## config.mk

```make
export PLATFORM = sky130hd
export DESIGN_NAME = circular_queue_core
export DESIGN_NICKNAME = d
export VERILOG_FILES = /design/src/sv/cqc_pkg.sv /design/src/sv/cqc_cell.sv /design/src/sv/circular_queue_core.sv
export VERILOG_INCLUDE_DIRS = /design/src /design/src/sv
export SDC_FILE = /design/constraint.sdc
export NUM_CORES = 1
export LEC_CHECK = 0
export BUFFER_PORTS_ARGS = -buffer_cell sky130_fd_sc_hd__buf_2
export CORE_MARGIN = 4
export CORE_UTILIZATION = 40
export CTS_CLUSTER_DIAMETER = 150
export DETAILED_ROUTE_END_ITERATION = 10
export PLACE_DENSITY = 0.66
export SLEW_MARGIN = 20
export SYNTH_ARGS = -nofsm -noshare
export SYNTH_HDL_FRONTEND = slang
export SYNTH_SLANG_ARGS = --single-unit
```

## constraint.sdc

```tcl
create_clock -name aclk -period 12.5 [get_ports aclk]
set_clock_uncertainty 0.2 [all_clocks]
set_input_delay 1.25 -clock aclk [delete_from_list [all_inputs] [get_ports aclk]]
set_output_delay 1.25 -clock aclk [all_outputs]
set_load 0.01 [all_outputs]
```

## src/sv/circular_queue_core_assert.svh

```systemverilog
// Assertion helpers shared by the queue RTL.
// All are clocked on aclk and held off while aresetn is low.
`ifndef CIRCULAR_QUEUE_CORE_ASSERT_SVH
`define CIRCULAR_QUEUE_CORE_ASSERT_SVH

// Condition that must hold at every edge out of reset.
`define CQC_ASSERT_ALWAYS(name, cond) \
    name: assert property (@(posedge aclk) disable iff (!aresetn) (cond)) \
        else $error("queue invariant violated");

// Same-cycle implication.
`define CQC_ASSERT_IMPL(name, ante, cons) \
    name: assert property (@(posedge aclk) disable iff (!aresetn) (ante) |-> (cons)) \
        else $error("queue implication violated");

// Next-cycle implication.
`define CQC_ASSERT_NEXT(name, ante, cons) \
    name: assert property (@(posedge aclk) disable iff (!aresetn) (ante) |=> (cons)) \
        else $error("queue next-cycle check violated");

`endif

```

## src/sv/cqc_pkg.sv

```systemverilog
package cqc_pkg;

    localparam int DEPTH_DEF = 16;

    localparam int VAL_W    = 32;
    localparam int ACT_W    = 2;
    localparam int STAT_W   = 2;
    localparam int OCC_W    = 5;
    localparam int S_DATA_W = 40;   // 34 bits of fields, padded to bytes
    localparam int M_DATA_W = 112;  // 105 bits of fields, padded to bytes

    typedef enum logic [ACT_W-1:0] {
        ACT_ENQ   = 2'd0,
        ACT_DEQ   = 2'd1,
        ACT_QUERY = 2'd2,
        ACT_NONE  = 2'd3   // behaves as a query
    } cqc_action_t;

    typedef enum logic [STAT_W-1:0] {
        ST_OK    = 2'd0,
        ST_FULL  = 2'd1,
        ST_EMPTY = 2'd2,
        ST_RSVD  = 2'd3
    } cqc_status_t;

    // per-cell control, driven from the top level
    typedef struct packed {
        logic shift;   // take the neighbour's word (dequeue)
        logic load;    // take the incoming word (enqueue into this cell)
    } cqc_cell_ctl_t;

endpackage

```

## src/sv/cqc_cell.sv

```systemverilog
// One storage cell of the shifting queue row.
module cqc_cell (
    input  logic                              aclk,
    input  cqc_pkg::cqc_cell_ctl_t            ctl,
    input  logic signed [cqc_pkg::VAL_W-1:0]  shift_in,   // from the next-younger cell
    input  logic signed [cqc_pkg::VAL_W-1:0]  load_data,
    output logic signed [cqc_pkg::VAL_W-1:0]  data_out
);

    logic signed [cqc_pkg::VAL_W-1:0] data_reg;
    logic signed [cqc_pkg::VAL_W-1:0] data_next;

    always_comb begin
        data_next = data_reg;
        if (ctl.shift) begin
            data_next = shift_in;
        end else if (ctl.load) begin
            data_next = load_data;
        end
    end

    always_ff @(posedge aclk) begin
        data_reg <= data_next;
    end

    assign data_out = data_reg;

endmodule

```

## src/sv/circular_queue_core.sv

```systemverilog
// FIFO queue of signed 32-bit words, DEPTH entries deep. Each input beat
// carries an action (enqueue, dequeue or query) and a value; each accepted
// beat yields exactly one result beat with the status, the word taken out
// (dequeue only), and the front word, rear word, occupancy and empty/full
// flags as they stand after the action. Enqueue when full or dequeue when
// empty changes nothing and returns a rejected status. Storage is a row of
// DEPTH cells with the oldest word always in cell 0: a dequeue shifts the
// whole row one cell towards the front, an enqueue writes the cell picked by
// the occupancy counter. One beat is taken per clock while the receiver keeps
// up; its result sits in the output register from the next cycle. A new beat
// is let in only when that register is empty or is being emptied at the same
// edge, so a stalled receiver holds off the input after one beat. Throughput
// is therefore one beat per cycle with the receiver ready.
module circular_queue_core #(
    parameter int DEPTH = cqc_pkg::DEPTH_DEF
) (
    input  logic                          aclk,
    input  logic                          aresetn,

    input  logic                          s_tvalid,
    output logic                          s_tready,
    // [1:0] action, [33:2] value, [39:34] zero
    input  logic [cqc_pkg::S_DATA_W-1:0]  s_tdata,

    output logic                          m_tvalid,
    input  logic                          m_tready,
    // [1:0] status, [33:2] taken_value, [65:34] front_value,
    // [97:66] rear_value, [102:98] occupancy, [103] is_empty,
    // [104] is_full, [111:105] zero
    output logic [cqc_pkg::M_DATA_W-1:0]  m_tdata
);

    localparam int CNT_W = $clog2(DEPTH + 1);
    localparam int IDX_W = $clog2(DEPTH);
    localparam int PAD_W = cqc_pkg::M_DATA_W - (cqc_pkg::STAT_W + 3*cqc_pkg::VAL_W
                                                + cqc_pkg::OCC_W + 2);

    // ---------------------------------------------------------------
    // input beat decode
    // ---------------------------------------------------------------
    cqc_pkg::cqc_action_t              act;
    logic signed [cqc_pkg::VAL_W-1:0]  in_val;
    logic                              s_acc;

    assign act    = cqc_pkg::cqc_action_t'(s_tdata[cqc_pkg::ACT_W-1:0]);
    assign in_val = s_tdata[cqc_pkg::ACT_W +: cqc_pkg::VAL_W];
    assign s_acc  = s_tvalid && s_tready;

    // ---------------------------------------------------------------
    // occupancy and rear word
    // ---------------------------------------------------------------
    logic [CNT_W-1:0]                  count_reg, count_next;
    logic signed [cqc_pkg::VAL_W-1:0]  rear_reg, rear_next;
    logic                              q_empty, q_full, enq_ok, deq_ok;

    assign q_empty = (count_reg == '0);
    assign q_full  = (count_reg == CNT_W'(DEPTH));
    assign enq_ok  = s_acc && (act == cqc_pkg::ACT_ENQ) && !q_full;
    assign deq_ok  = s_acc && (act == cqc_pkg::ACT_DEQ) && !q_empty;

    always_comb begin
        count_next = count_reg;
        rear_next  = rear_reg;
        if (enq_ok) begin
            count_next = count_reg + CNT_W'(1);
            rear_next  = in_val;
        end else if (deq_ok) begin
            count_next = count_reg - CNT_W'(1);
        end
    end

    always_ff @(posedge aclk) begin
        if (!aresetn) begin
            count_reg <= '0;
        end else begin
            count_reg <= count_next;
        end
    end

    // payload only: meaningless while empty, masked on output
    always_ff @(posedge aclk) begin
        rear_reg <= rear_next;
    end

    // ---------------------------------------------------------------
    // cell row: cell 0 holds the oldest word
    // ---------------------------------------------------------------
    logic signed [cqc_pkg::VAL_W-1:0] cell_data [DEPTH];

    for (genvar i = 0; i < DEPTH; i++) begin : g_cell
        cqc_pkg::cqc_cell_ctl_t            ctl;
        logic signed [cqc_pkg::VAL_W-1:0]  nb;

        assign ctl.shift = deq_ok;
        assign ctl.load  = enq_ok && (count_reg[IDX_W-1:0] == IDX_W'(i));

        if (i == DEPTH - 1) begin : g_last
            assign nb = '0;
        end else begin : g_mid
            assign nb = cell_data[i+1];
        end

        cqc_cell u_cell (
            .aclk      (aclk),
            .ctl       (ctl),
            .shift_in  (nb),
            .load_data (in_val),
            .data_out  (cell_data[i])
        );
    end

    // ---------------------------------------------------------------
    // result for the beat being accepted
    // ---------------------------------------------------------------
    cqc_pkg::cqc_status_t              res_status;
    logic signed [cqc_pkg::VAL_W-1:0]  res_taken, res_front, res_rear;

    always_comb begin
        res_status = cqc_pkg::ST_OK;
        if ((act == cqc_pkg::ACT_ENQ) && q_full) begin
            res_status = cqc_pkg::ST_FULL;
        end else if ((act == cqc_pkg::ACT_DEQ) && q_empty) begin
            res_status = cqc_pkg::ST_EMPTY;
        end
    end

    always_comb begin
        res_taken = deq_ok ? cell_data[0] : '0;
        if (enq_ok && q_empty) begin
            res_front = in_val;
        end else if (deq_ok) begin
            res_front = (count_reg > CNT_W'(1)) ? cell_data[1] : '0;
        end else begin
            res_front = q_empty ? '0 : cell_data[0];
        end
        res_rear = (count_next == '0) ? '0 : rear_next;
    end

    // ---------------------------------------------------------------
    // output register
    // ---------------------------------------------------------------
    logic                          m_valid_reg, m_valid_next;
    logic [cqc_pkg::M_DATA_W-1:0]  m_data_reg, m_data_next;

    assign s_tready = !m_valid_reg || m_tready;

    always_comb begin
        m_valid_next = m_valid_reg;
        m_data_next  = m_data_reg;
        if (s_acc) begin
            m_valid_next = 1'b1;
            m_data_next  = {PAD_W'(0),
                            (count_next == CNT_W'(DEPTH)),
                            (count_next == '0),
                            cqc_pkg::OCC_W'(count_next),
                            res_rear,
                            res_front,
                            res_taken,
                            res_status};
        end else if (m_tready) begin
            m_valid_next = 1'b0;
        end
    end

    always_ff @(posedge aclk) begin
        if (!aresetn) begin
            m_valid_reg <= 1'b0;
        end else begin
            m_valid_reg <= m_valid_next;
        end
    end

    always_ff @(posedge aclk) begin
        m_data_reg <= m_data_next;
    end

    assign m_tvalid = m_valid_reg;
    assign m_tdata  = m_data_reg;

    // ---------------------------------------------------------------
    // checks
    // ---------------------------------------------------------------
`include "circular_queue_core_assert.svh"

    `CQC_ASSERT_ALWAYS(a_count_bound, count_reg <= CNT_W'(DEPTH))
    `CQC_ASSERT_NEXT(a_enq_counts, enq_ok, count_reg == $past(count_reg) + CNT_W'(1))
    `CQC_ASSERT_NEXT(a_deq_counts, deq_ok, count_reg == $past(count_reg) - CNT_W'(1))
    `CQC_ASSERT_IMPL(a_flags_agree, m_tvalid, m_tdata[103] == (m_tdata[102:98] == '0) || (DEPTH > 31))

endmodule

```

* Word-level counts from Yosys, hierarchy flattened *
Cells that the tools add are included.

storage, ports and cells
  flip-flop bits (word level) = 655
  input bits = 44
  output and inout bits = 114
  logic and storage cells = 132

cells by class
  $add $sub $neg = 2
  magnitude comparators = 1
  eq/ne operators = 18
  muxes and demuxes = 40
  reductions and logical operators = 48

operators with widths
  cell                                                  count
  two-way mux 32 bit                                    35
  equality test 4 bit (second input constant)           8
  nonzero test 2 bit                                    16
  logical AND 1 bit                                     24
  equality test 4 x 3 -> 1 bit (second input constant)  4
  equality test 5 bit (second input constant)           2
  logical NOT 5 bit                                     2
  two-way mux 5 bit                                     2
  equality test 4 x 2 -> 1 bit (second input constant)  2
  adder 5 x 1 -> 5 bit (second input constant)          1
  > comparator 5 x 1 -> 1 bit (second input constant)   1
  subtractor 5 x 1 -> 5 bit (second input constant)     1
  equality test 4 x 1 -> 1 bit (second input constant)  1
  logical NOT 4 bit                                     1
  logical NOT 1 bit                                     3
  equality test 2 x 1 -> 1 bit (second input constant)  1
  logical NOT 2 bit                                     1
  two-way mux 1 bit                                     2
  two-way mux 2 bit                                     1
  logical OR 1 bit                                      1

* Longest topological paths before layout *
Gate-level depths: netlist of run 1.

  word-level depth = 8
  mapped depth = 10
  mapped depth without buffers = 8

* Hierarchy *
Synthesis of run 1 repeated with hierarchy kept, for this count alone.

second synthesis, totals
  cells, all modules = 1573
  area, all modules = 30239.0 µm²

by module, submodules not included
  module               instances  cells each  area each (µm²)  sequential area each (µm²)
  cqc_cell             16         69          1507.7           960.9
  circular_queue_core  1          469         6115.9           3913.8

* Least setup slack after synthesis of run 1 *
Ideal clock, no wire load.

  kind = input -> register
  start point = in m_tready
  end point = reg m_data_reg (netlist bit m_tdata[35]) (data pin)
  setup time = 0.264 ns
  data arrival time = 5.102 ns
  data required time = 12.036 ns
  path slack = 6.934 ns
  stages = 7
  buffers on the path = 2
  cells stage by stage = nand2b_1 -> clkbuf_1 -> and2_1 -> a21oi_1 -> clkbuf_1 -> a22oi_1 -> o21ai_0

on the way
  cells in the longest elaborated chain, start to end = 6
  elaborated cells on any way between the ends = 9
  those cells by class = 2 x mux; 7 x reduce/logical

RTL lines
  item                                                            RTL line                                                RTL
  start: declaration                                              circular_queue_core.sv:26                               input logic m_tready,
  logical OR 1 bit (*)                                            circular_queue_core.sv:145                              assign s_tready = !m_valid_reg || m_tready;
  via s_tready                                                    circular_queue_core.sv:21                               output logic s_tready,
  logical AND 1 bit (*)                                           circular_queue_core.sv:47                               assign s_acc = s_tvalid && s_tready;
  logical AND 1 bit, on equally long branches (2 in a row)        circular_queue_core.sv:59, circular_queue_core.sv:58
  two-way mux 32 bit / logical AND 1 bit (equally long branches)  circular_queue_core.sv:131, circular_queue_core.sv:129
  two-way mux 32 bit (*)                                          circular_queue_core.sv:129                              if (enq_ok && q_empty) begin
  via res_front, one bit                                          circular_queue_core.sv:116                              logic signed [cqc_pkg::VAL_W-1:0] res_taken, res_front, res_rear;
  end signal: assignment                                          circular_queue_core.sv:174                              m_data_reg <= m_data_next;
  end: declaration                                                circular_queue_core.sv:143                              logic [cqc_pkg::M_DATA_W-1:0] m_data_reg, m_data_next;

Mark *: on every way through the listed nets, which the timed path passes. The rest lies on a longest branch.
A chain may end at the register's enable or synchronous reset.

* Worst setup path after layout of run 1 *
  start point = in s_tdata[0] in the netlist's numbering
  end point = reg m_data_reg (netlist bit m_tdata[51]) (data pin)

on the way
  cells in the longest elaborated chain, start to end = 5
  elaborated cells on any way between the ends = 9
  those cells by class = 1 x eq/ne; 2 x mux; 6 x reduce/logical

RTL lines
  item                                                                      RTL line                                                RTL
  start: declaration                                                        circular_queue_core.sv:23                               input logic [cqc_pkg::S_DATA_W-1:0] s_tdata,
  equality test 2 x 1 -> 1 bit / logical NOT 2 bit (equally long branches)  circular_queue_core.sv:59, circular_queue_core.sv:58
  logical AND 1 bit, on equally long branches (2 in a row)                  circular_queue_core.sv:59, circular_queue_core.sv:58
  two-way mux 32 bit / logical AND 1 bit (equally long branches)            circular_queue_core.sv:131, circular_queue_core.sv:129
  two-way mux 32 bit (*)                                                    circular_queue_core.sv:129
  via res_front, one bit                                                    circular_queue_core.sv:116

Marked as above.

==> reports/results.tsv, run 1 <==
metric	value	unit
Comb pwr share	0.070	
#FFs+latches synth	655	
Die X	260	um
drt wl/cell	17.9	um
Pleak	10.7	nW
initial antenna violation count	0	
Chip Height	260	um
DRC Markers	0	
IO Pins	158	
top cell type's share of synthesized area	0.693	
R2R Path Start	count_reg[0]	
crit-path most repeated cell	buf_4	
Critical Path End Type	flip-flop	
NumNets Final	2268	
Mapped Area	0.0254	mm^2
fin util	0.461	
Final Critical Period	4.51	ns
HP Start	g_cell[15].u_cell.data_out[25]	
Max Cap Viol	0	
clk slew on worst S/H paths	0.07	ns
setup ws final	7.99	ns
final hold violation count	0	
YS warnings	0	
sequential share of the synthesized area	0.748	
Clk pwr share	0.392	
most instantiated library cell after synthesis	nand2_1	
setup bufs post-CTS	0	
CTS buffer count	58	
Critical Path Source	s_tdata[0]	
RSZ-0062 raised after global routing	no	
post-cts resize count	0	
R2R setup slack	8.01	ns
GRT Total Usage	0.159	
number of flops mapped to enable cells by yosys	585	
Overflow after GRT	0	
Mapped Cells	2114	
NetSw	1.01	mW
area growth from synthesis to layout	14.4	%
clk_lat worst skew	0.60	ns
Core Rows	92	
CTS tree	done	
Synth area leaders	edfxtp_1 (69%), nand2_1 (16%), dfxtp_1 (5.5%), clkbuf_1 (1.8%), mux2_2 (1.4%)	
ys async rst share	0	
type of origin of the critical path	primary input	
Hold Crit Class	reg -> reg	
CP max-delay cell	and4_4	
number of antenna-violating nets in the routed design	0	
Worst path max stage delay	0.93	ns
max reg flops	512	
peak supply drop	0.0982	mV
vias in the first global route	15000	
Pwr per Cell Area	162	mW/mm^2
WL final	55600	um
1st-iter DRT viols	1582	
hold_buf cts	0	
placeable core area	0.0630	mm^2
synth cell count leaders	nand2_1 (1,063), edfxtp_1 (585), clkbuf_1 (121)	
via count	15600	
Power Total	4.69	mW
relative slew slack	0.276	
status	complete, no violations	
Unique masters post-synth	39	
worst path required time	12.71	ns
Worst-Margin Slew	1.09	ns
top_reg_cell synth	edfxtp_1	
switching share of power	0.216	
critical path arrival	4.72	ns
final worst-path cycle share	0.361	
maximum number of pins on one net before global-route repair	111	
crit-path cells	buf_2, nor2b_1, and4_4, buf_4, buf_4, nand2_1, o21ai_0	
clock root buffer	clkbuf_16	
Max clock buf depth	3	
ANT cells	0	
First-pass DRT Iterations	5	
Max FO, Critical Path	110	
Hold WS	0.257	ns
Fmax	222	MHz
IO Port Bufs	144	
Flop pwr share	0.538	
Initial Util	0.403	
# clock sinks	655	
pre-CTS WS	7.46	ns
final setup fails	0	
setup TNS	0	ns
Pint	3.68	mW
CP Class	in -> reg	
full die area	0.0675	mm^2
Avg Cell Area, Syn	12.0	um^2
RD Place Congestion	0.757	
Avg Vias per Cell	5.00	
dpl hpwl	31900	um
Slew Limit Fails	0	
first-pass GRT wire length	86200	um
CTS H-tree lvls	2	
Layout fillers	5603	
layout cells sized above 1	0.142	
post-synth top area cell	edfxtp_1	
[through the flow]
stage          cells  area (um^2)
2_1_floorplan   2120        25400
3_3_place_gp    3005        27000
3_5_place_dp    3005        27000
4_1_cts         3115        29000
5_1_grt         3115        29000
6_report        3115        29000
[power by group through the flow]
stage	combinational [mW]	clock [mW]	sequential [mW]
6_report	0.327	1.84	2.53
3_5_place_dp	0.328	0	2.57
5_1_grt	0.362	1.96	2.53
4_1_cts	0.331	1.87	2.53
2_1_floorplan	0.189	0	2.59
3_3_place_gp	0.318	0	2.57
[critical path, delay by kind of cell]
kind | cells | cell delay (ns)
simple gates | 3 | 1.43
compound gates | 1 | 0.26
buf+inv | 3 | 1.63
[layer usage]
layer | track usage | wire (um) | vias to the layer above
met4 | 0.0384 | 994 | 0
met3 | 0.0201 | 3550 | 66
li1 | - | - | 7337
met2 | 0.266 | 26800 | 458
met1 | 0.225 | 24300 | 7718
met5 | 0 | 0 | -
[placed cells by master, fill, tap and decap left out, types with 30 or more instances in the layout]
cell | netlist | layout
a22oi_1 | 32 | 32
and2_1 | 39 | 38
a21boi_1 | 30 | 30
mux2_2 | 32 | 32
edfxtp_1 | 585 | 585
nand2_1 | 1063 | 1063
dfxtp_1 | 70 | 70
clkbuf_16 | 0 | 61
o21ai_0 | 47 | 32
a21oi_1 | 35 | 34
buf_2 | 0 | 144
[final cells by class]
cell class                 instances  area (um^2)  share of cell area
sequential                       655        19000               0.654
multi-input combinational       1326         6040               0.208
clock buffer                      89         1770              0.0611
tap                              846         1060              0.0365
timing repair buffer             173          938              0.0323
clock inverter                    21          224             0.00772
inverter                           5         18.8            0.000647
[logic make-up (layout without fill, tap and decap cells)]
family                   Yosys count  after routing  share of synthesized area
AO/OA/AOI/OAI                    151            151                     0.0369
XOR/XNOR                           4              4                    0.00138
adder cells (fa/ha/maj)            5              5                    0.00247
buffers and inverters            139            288                     0.0231
flip-flops                       655            655                      0.748
multiplexers                      33             33                     0.0146
other                              1              7                   0.000148
AND/OR/NAND/NOR                 1126           1126                      0.174
[worst paths after layout]
| path | endpoint | cells past startpoint |
|---|---|---|
| max | m_tdata[51] | 7 |
| min | g_cell[15].u_cell.data_out[25] | 2 |
| max reg2reg | m_tdata[51] | 8 |
| min reg2reg | g_cell[15].u_cell.data_out[25] | 2 |
No activity file was read; power rests on OpenSTA's default activity.
==> inputs of run 2 (changes only) <==
PLACE_DENSITY = 0.69   (was 0.66)
clock period = 3.9 ns   (was 12.5 ns; I/O delays follow)
==> reports/results.tsv, run 2 (synthesis results as in run 1) <==
metric	value	unit	change
status	complete, no violations		unchanged
maximum number of pins on one net before global-route repair	215		was 111
CTS buffer count	57		was 58
NumNets Final	2329		was 2,268
placeable core area	0.0630	mm^2	unchanged
Die X	260	um	unchanged
dpl cells	3031		was 3,005
First-pass DRT Iterations	5		unchanged
max reg flops	512		unchanged
final hold violation count	0		unchanged
dpl hpwl	31900	um	about the same
commonest non-fill, non-tap cell in the layout	nand2_1		unchanged
Pint	11.7	mW	was 3.68 mW
initial antenna violation count	0		unchanged
DRC Markers	0		unchanged
relative slew slack	0.335		was 0.276
Overflow after GRT	0		unchanged
Pwr per Cell Area	506	mW/mm^2	was 162 mW/mm^2
1st-iter DRT viols	1652		was 1,582
via count	16000		was 15,600
clock root buffer	clkbuf_16		unchanged
IO Port Bufs	144		unchanged
Initial Util	0.403		unchanged
Clk pwr share	0.384		was 0.392
RD Place Congestion	0.789		was 0.757
design area	0.0295	mm^2	was 0.0290 mm^2
ANT cells	0		unchanged
number of antenna-violating nets in the routed design	0		unchanged
Comb pwr share	0.074		was 0.070
CTS tree	done		unchanged
Critical Path Source	count_reg[0]		was s_tdata[0]
RSZ-0062 raised after global routing	no		unchanged
most frequent cells in the layout	nand2_1 (1,063), edfxtp_1 (585), buf_2 (144)		unchanged
Flop pwr share	0.542		was 0.538
final worst-path cycle share	0.818		
Fmax	313	MHz	
vias in the first global route	15500		was 15,000
type of origin of the critical path	flip-flop		was primary input
setup ws final	0.710	ns	was 7.99 ns
CP Class	reg -> reg		was in -> reg
Critical Path End Type	flip-flop		unchanged
Max FO, Critical Path	21		was 110
Slew Limit Fails	0		unchanged
setup bufs post-CTS	0		unchanged
Cell Area, Placed	0.0272	mm^2	was 0.0270 mm^2
post-cts resize count	0		unchanged
Hold Crit Class	in -> reg		was reg -> reg
critical path arrival	3.31	ns	was 4.72 ns
full die area	0.0675	mm^2	unchanged
# clock sinks	655		unchanged
Core Rows	92		unchanged
drt wl/cell	17.5	um	was 17.9 um
hold_buf cts	36		was 0
Hold WS	0.132	ns	was 0.257 ns
pre-CTS WS	0.716	ns	was 7.46 ns
CTS H-tree lvls	2		unchanged
R2R cell count	9		was 8
first-pass GRT wire length	86700	um	was 86,200 um
Reg-to-Reg End	m_tdata[66]		was m_tdata[51]
Finished Layout Cells	3175		was 3,115
layout cells sized above 1	0.146		was 0.142
Power Total	14.9	mW	was 4.69 mW
switching share of power	0.217		was 0.216
crit path capture	m_tdata[66]		was m_tdata[51]
Final Critical Period	3.19	ns	
Pleak	11.0	nW	was 10.7 nW
area growth from synthesis to layout	16.3	%	was 14.4%
Avg Vias per Cell	5.04		was 5.00
Max clock buf depth	3		unchanged
peak supply drop	0.350	mV	was 0.0982 mV
final setup fails	0		unchanged
R2R setup slack	0.71	ns	was 8.01 ns
GRT Total Usage	0.160		was 0.159
Chip Height	260	um	unchanged
clk slew on worst S/H paths	0.06	ns	was 0.07 ns
WL final	55500	um	was 55,600 um
clk_lat worst skew	0.59	ns	was 0.60 ns
R2R Path Start	count_reg[0]		unchanged
Max Cap Viol	0		unchanged
NetSw	3.23	mW	was 1.01 mW
worst path required time	4.02	ns	was 12.71 ns
IO Pins	158		unchanged
Worst-Margin Slew	0.998	ns	was 1.09 ns
run 2: metrics by stage:
| step | util | setup TNS (ns) |
|---|---|---|
| 3_5_place_dp | 0.433 | 0 |
| 5_1_grt | 0.469 | 0 |
| 4_1_cts | 0.469 | 0 |
| 2_1_floorplan | - | -68.24 |
| 6_report | 0.469 | 0 |
| 3_3_place_gp | 0.433 | 0 |
run 2: cell type report:
class                      count  area, um^2
fill                        5487       33500
tap                          846        1060
multi-input combinational   1326        6030
clock inverter                24         265
inverter                       5        18.8
clock buffer                  84        1640
sequential                   655       19000
timing repair buffer         235        1530
run 2: per-layer routing:
metal	track usage	share of wire	vias to the layer above
li1	-	-	7444
met1	0.228	0.43	7877
met2	0.262	0.47	578
met3	0.0180	0.072	92
met4	0.0474	0.025	0
met5	0	0	-
run 2: worst min-delay path by stage:
stage	startpoint	cells after the start	end	slack, ns
6_report	m_tready	3	m_tvalid	0.13
5_1_grt	s_tdata[1]	3	m_tdata[1]	0.14
4_1_cts	m_tready	3	m_tvalid	0.09
3_5_place_dp	g_cell[15].u_cell.data_out[10]	2	g_cell[15].u_cell.data_out[10]	0.25
3_3_place_gp	g_cell[15].u_cell.data_out[11]	2	g_cell[15].u_cell.data_out[11]	0.24
2_1_floorplan	g_cell[15].u_cell.data_out[0]	2	g_cell[15].u_cell.data_out[0]	0.24
run 2: power by group through the flow:
stage / Combinational [mW] / Clock [mW] / Sequential (mW)
2_1_floorplan: 0.605 / 0 / 8.29
3_3_place_gp: 1.03 / 0 / 8.24
3_5_place_dp: 1.07 / 0 / 8.25
4_1_cts: 1.10 / 5.83 / 8.10
5_1_grt: 1.22 / 6.13 / 8.11
6_report: 1.10 / 5.73 / 8.09
run 2: critical path: stages (launching register included):
cell and delay (ns):
dfxtp_1 0.35, inv_1 0.17, ha_1 0.23, or4b_4 0.52, nand4_1 0.32, o22ai_1 0.14, xor2_1 0.21, nor4_4 0.34
buf_4 0.32, a21boi_0 0.13
